File: config.mk
export PLATFORM = sky130hd
export DESIGN_NAME = qrs_isqrt
export DESIGN_NICKNAME = d
export VERILOG_FILES = /design/src/rtl/quadratic_root_solver_top_macros.svh /design/src/rtl/qrs_isqrt.sv
export SDC_FILE = /design/constraint.sdc
export NUM_CORES = 2
export LEC_CHECK = 0
export BUFFER_PORTS_ARGS = -buffer_cell sky130_fd_sc_hd__buf_2
export CORE_MARGIN = 8
export CORE_UTILIZATION = 52
export CTS_BUF_LIST = sky130_fd_sc_hd__clkbuf_4
export DETAILED_ROUTE_END_ITERATION = 8
export GPL_ROUTABILITY_DRIVEN = 0
export MAX_ROUTING_LAYER = met4
export PLACE_DENSITY = 0.67
export RECOVER_POWER = 100
export SETUP_SLACK_MARGIN = 0.02
export SYNTH_ARGS = -nofsm -noshare
export SYNTH_HDL_FRONTEND = slang
export SYNTH_MEMORY_MAX_BITS = 65536
export SYNTH_SLANG_ARGS = --single-unit
export TNS_END_PERCENT = 5
File: constraint.sdc
create_clock -name clk_i -period 5.9 [get_ports clk_i]
set_clock_uncertainty 0.15 [all_clocks]
set_input_delay 0.295 -clock clk_i [delete_from_list [all_inputs] [get_ports clk_i]]
set_output_delay 0.295 -clock clk_i [all_outputs]
set_load 0.01 [all_outputs]
File: src/rtl/quadratic_root_solver_top_macros.svh
// ---------------------------------------------------------------------------
// quadratic_root_solver_top_macros
// Assertion macros used by the solver top module.
// ---------------------------------------------------------------------------
`ifndef QUADRATIC_ROOT_SOLVER_TOP_MACROS_SVH
`define QUADRATIC_ROOT_SOLVER_TOP_MACROS_SVH

// Same-cycle implication, sampled on clk_i, off during reset.
`define QRS_ASSERT_IMPLIES(lbl, ante, cons, msg) \
  lbl: assert property (@(posedge clk_i) disable iff (!rst_ni) (ante) |-> (cons)) \
    else $error(msg);

// Next-cycle implication, sampled on clk_i, off during reset.
`define QRS_ASSERT_NEXT(lbl, ante, cons, msg) \
  lbl: assert property (@(posedge clk_i) disable iff (!rst_ni) (ante) |=> (cons)) \
    else $error(msg);

`endif

File: src/rtl/qrs_isqrt.sv
// ---------------------------------------------------------------------------
// qrs_isqrt
// Pipelined integer square root, one result bit per stage, floor result.
// ---------------------------------------------------------------------------
module qrs_isqrt #(
  parameter int ROOT_W = 33
) (
  input  logic                  clk_i,
  input  logic                  en_i,
  input  logic [2*ROOT_W-1:0]   rad_i,
  output logic [ROOT_W-1:0]     root_o
);

  localparam int RAD_W = 2 * ROOT_W;
  localparam int RW    = ROOT_W + 2;

  logic [RAD_W-1:0]  rad_q  [ROOT_W];
  logic [RW-1:0]     rem_q  [ROOT_W];
  logic [ROOT_W-1:0] root_q [ROOT_W];

  for (genvar k = 0; k < ROOT_W; k++) begin : g_stage
    logic [RAD_W-1:0]  rad_in;
    logic [RW-1:0]     rem_in;
    logic [ROOT_W-1:0] root_in;
    logic [RW+1:0]     sh;
    logic [RW+1:0]     trial;

    if (k == 0) begin : g_first
      assign rad_in  = rad_i;
      assign rem_in  = '0;
      assign root_in = '0;
    end else begin : g_next
      assign rad_in  = rad_q[k-1];
      assign rem_in  = rem_q[k-1];
      assign root_in = root_q[k-1];
    end

    assign sh    = {rem_in, rad_in[RAD_W-1 -: 2]};
    assign trial = (RW+2)'({root_in, 2'b01});

    always_ff @(posedge clk_i) begin
      if (en_i) begin
        rad_q[k] <= {rad_in[RAD_W-3:0], 2'b00};
        if (sh >= trial) begin
          rem_q[k]  <= RW'(sh - trial);
          root_q[k] <= {root_in[ROOT_W-2:0], 1'b1};
        end else begin
          rem_q[k]  <= RW'(sh);
          root_q[k] <= {root_in[ROOT_W-2:0], 1'b0};
        end
      end
    end
  end

  assign root_o = root_q[ROOT_W-1];

endmodule

==> impl_metrics.py <==
metrics = {
    "status": {
        "status": "finished with violations",
        "violations": "max-capacitance violations, max-slew violations",
    },
    "power": {
        "p_leak_nw": 54.2,
        "ir_drop_mv": 0.221,
        "p_per_area_mw_per_mm2": 371,
    },
    "sta": {
        "finalSetupTns_ps": 0,
        "postLayoutSetupSlackWorst_ps": 622,
        "rsz0062_at_grt": "no",
        "hold_viol_final": 0,
        "fmax_mhz": 189,
        "min_period_over_period": 0.895,
        "relSlewSlack": -2.49,
        "worst_slew_pin_slew_ps": 5230,
        "whs_ps": 154,
        "drv_slew": 1842,
        "period_needed_ps": 5280,
        "setup_violations": 0,
    },
    "synth": {
        "async_flop_share": 0,
        "ys_seq_area_frac": 0.642,
        "ys_types": 83,
        "synth-edff-count": 2683,
        "synthesis.area_mm2": 0.126,
        "yosys_register_bits": 2684,
        "synth_area_per_cell_um2": 12.7,
        "ys.flop_type": "edfxtp_1",
        "synth_warnings": 0,
        "synth_nets": 10500,
        "syn_inst": 9875,
    },
    "clock_tree": {
        "cts_buffer_depth": 4,
        "post-cts-setup-buffers": 0,
        "htreeDepth": 6,
        "cts_resized": 0,
        "tritoncts": "yes",
        "root_buffer": "clkbuf_4",
        "cts_buffers": 702,
        "cts.clk_slew.worst_paths_ps": 60,
        "cts_sinks": 2684,
        "clkLatencyLatePin_ps": 1410,
    },
    "routing": {
        "num_vias": 79800,
        "dr.first_iter.drc_count": 6328,
        "antenna_left": 0,
        "met3_length_um": 13600,
        "avgViaCountPerCell": 5.55,
        "wl_met1_um": 106000,
        "wl_met2_um": 129000,
        "route.detailed.drc": 0,
        "postRouteWirelength_um": 259000,
        "top_layer_used": "met4",
        "firstDrtPassIters": 8,
        "avgRoutedWirePerCell_um": 18.0,
    },
    "placement": {
        "pre_cts_slack_ps": 1070,
        "numPortBuffers": 100,
        "dp_hpwl_um": 180000,
    },
    "finish": {
        "utilization": 0.583,
        "area_growth_pct": 11.6,
        "fill_cells": 19300,
        "fin_nets": 11400,
        "layout-drive-gt1-share": 0.112,
    },
    "critical_path": {
        "end_kind": "flop",
        "crit_end": "rem_q[21][20]$_DFFE_PP_",
        "start_kind": "flop",
        "r2r_cells": 11,
        "worst_ep_arrival_time_ps": 6120,
        "r2r-end": "rem_q[21][20]$_DFFE_PP_",
        "slowest_stage": "clkbuf_1",
        "cp.required_ps": 6740,
        "slowest_delay_ps": 1250,
        "rr_startpoint": "root_q[20][4]$_DFFE_PP_",
        "path_cells": "inv_1 > ha_1 > a21o_1 > a21o_1 > a21oi_1 > a21oi_1 > o41ai_1 > o31ai_1 > a211oi_4 > clkbuf_1 > o21ai_0",
        "critPathKind": "flop to flop",
        "startpoint": "root_q[20][4]$_DFFE_PP_",
        "r2r_slack_ps": 620,
        "cp_max_fo": 41,
    },
    "die": {
        "io_pins": 101,
        "core_area_mm2": 0.240,
        "start_util": 0.523,
        "die_h_um": 507,
        "num_rows": 180,
        "dieArea_mm2": 0.258,
        "die_w_um": 507,
    },
    "grt": {
        "antenna_found_initial": 6,
        "track_usage": 0.202,
        "grt_pass1_vias": 80300,
        "grt_pass1_wl_um": 413000,
        "grt_start_max_net_pins": 187,
        "grt_overflow": 0,
    },
    "worst_hold_path": {
        "hp-class": "flop to flop",
        "holdCritStartpoint": "rad_q[0][1336]$_DFFE_PP_",
    },
    "job": {
        "maxCapViolations": 31,
    },
}
## layer usage
layer	track usage	up-vias
li1	-	38500
met3	0.0356	725
met5	-	-
met4	0.0862	0
met1	0.241	38100
met2	0.340	2497
## state kept, by name, summed over array words and instances (netlist names)
signal  cells
rad_q    1056
rem_q    1067
root_q    561
## critical path, delay by kind of cell (launching register included)
family	cells	cell delay (ps)
flip-flops	1	440
adder cells (fa/ha/maj)	1	350
buffers and inverters	2	1320
AO/OA/AOI/OAI	8	2660
## synthesized netlist by cell type, drive strengths merged, types with 9 or more instances
master	count	area share
edfxtp	2683	0.64
a211oi	46	0.0027
nor2b	97	0.0048
mux2i	11	0.00088
or4	58	0.0035
a21boi	26	0.0016
and4	21	0.0015
inv	754	0.023
a311oi	11	0.00077
o311ai	9	0.00063
o31a	10	0.00070
o211ai	33	0.0020
o21bai	50	0.0030
mux2	43	0.0039
a41oi	14	0.00098
xor2	486	0.034
nor3	264	0.011
nand2	857	0.026
a31oi	53	0.0026
a21oi	505	0.020
o21a	94	0.0056
nand2b	127	0.0063
ha	597	0.059
nor3b	17	0.0010
nand4b	20	0.0014
clkbuf	207	0.0062
a31o	10	0.00070
and3	49	0.0024
o41ai	10	0.00070
nor4	134	0.0068
o31ai	50	0.0030
nand3	165	0.0066
or3	136	0.0068
nor2	500	0.015
or2	56	0.0028
nand4	91	0.0046
nand3b	26	0.0016
and2	69	0.0034
a211o	18	0.0013
a2111oi	15	0.0010
a21o	271	0.016
xnor2	400	0.028
o21ai	639	0.025
nor4b	29	0.0020
o2111ai	9	0.00063
## layout make-up
class | instances | area, µm² | area share
clock buffer | 980 | 7360 | 0.0525
clock inverter | 182 | 1100 | 0.00783
tap | 3185 | 3990 | 0.0284
multi-input combinational | 6220 | 41400 | 0.295
inverter | 759 | 2850 | 0.0203
sequential | 2684 | 80600 | 0.575
timing repair buffer | 364 | 2830 | 0.0202
antenna | 17 | 42.5 | 0.000304
## report_power, final
part / total (mW) / internal (mW) / switching (mW)
clock network: 15.4 / 8.11 / 7.32
logic: 10.8 / 4.47 / 6.37
registers: 25.7 / 24.1 / 1.61
## stage by stage
step	total power [mW]	std cells	cell area [µm²]
4_1_cts	52.6	14400	140000
2_1_floorplan	33.5	9875	126000
3_3_place_gp	36.4	13000	130000
6_report	52.0	14400	140000
5_1_grt	55.0	14400	140000
3_5_place_dp	36.7	13000	130000
## logic make-up (layout without fill, tap and decap cells)
| group | Yosys count | in the layout | synth area share |
|---|---|---|---|
| AOI/OAI and AO/OA | 1950 | 1950 | 0.0955 |
| xor gates and xnor gates | 886 | 886 | 0.0618 |
| adders and majority gates | 597 | 597 | 0.0595 |
| buffers and inverters | 971 | 2285 | 0.0290 |
| DFF | 2684 | 2684 | 0.642 |
| muxes | 54 | 54 | 0.00473 |
| other | 0 | 17 | 0 |
| and+or+nand+nor | 2733 | 2733 | 0.108 |
## placed cells by master (no fill, tap or decap), types with 165 or more instances in the layout
| master | netlist | layout |
|---|---|---|
| a21o_1 | 271 | 271 |
| a21oi_1 | 505 | 504 |
| clkbuf_4 | 0 | 982 |
| dlygate4sd3_1 | 0 | 196 |
| edfxtp_1 | 2683 | 2683 |
| ha_1 | 597 | 597 |
| inv_1 | 753 | 753 |
| nand2_1 | 857 | 857 |
| nand3_1 | 165 | 165 |
| nor2_1 | 500 | 500 |
| nor3_1 | 264 | 263 |
| o21ai_0 | 639 | 639 |
| xnor2_1 | 400 | 400 |
| xor2_1 | 486 | 486 |
## how the worst min path moves through the flow
stage                                     endpoint  slack, ps  cells past startpoint
final                     rad_q[0][1402]$_DFFE_PP_        150                      0
after global routing         rad_q[0][2]$_DFFE_PP_         50                      3
after CTS                    rad_q[0][2]$_DFFE_PP_          9                      3
after detailed placement   rad_q[0][106]$_DFFE_PP_        250                      0
after global placement     rad_q[0][674]$_DFFE_PP_        250                      0
after floorplan              rad_q[0][0]$_DFFE_PP_        240                      0
## timing repair
action | in CTS | in global routing
endpoints found under the setup margin | 0 | 0
hold endpoints to repair | 1487 | 0
hold buffers | 197 | 0
Note: power is estimated with default switching activity, not from simulation.
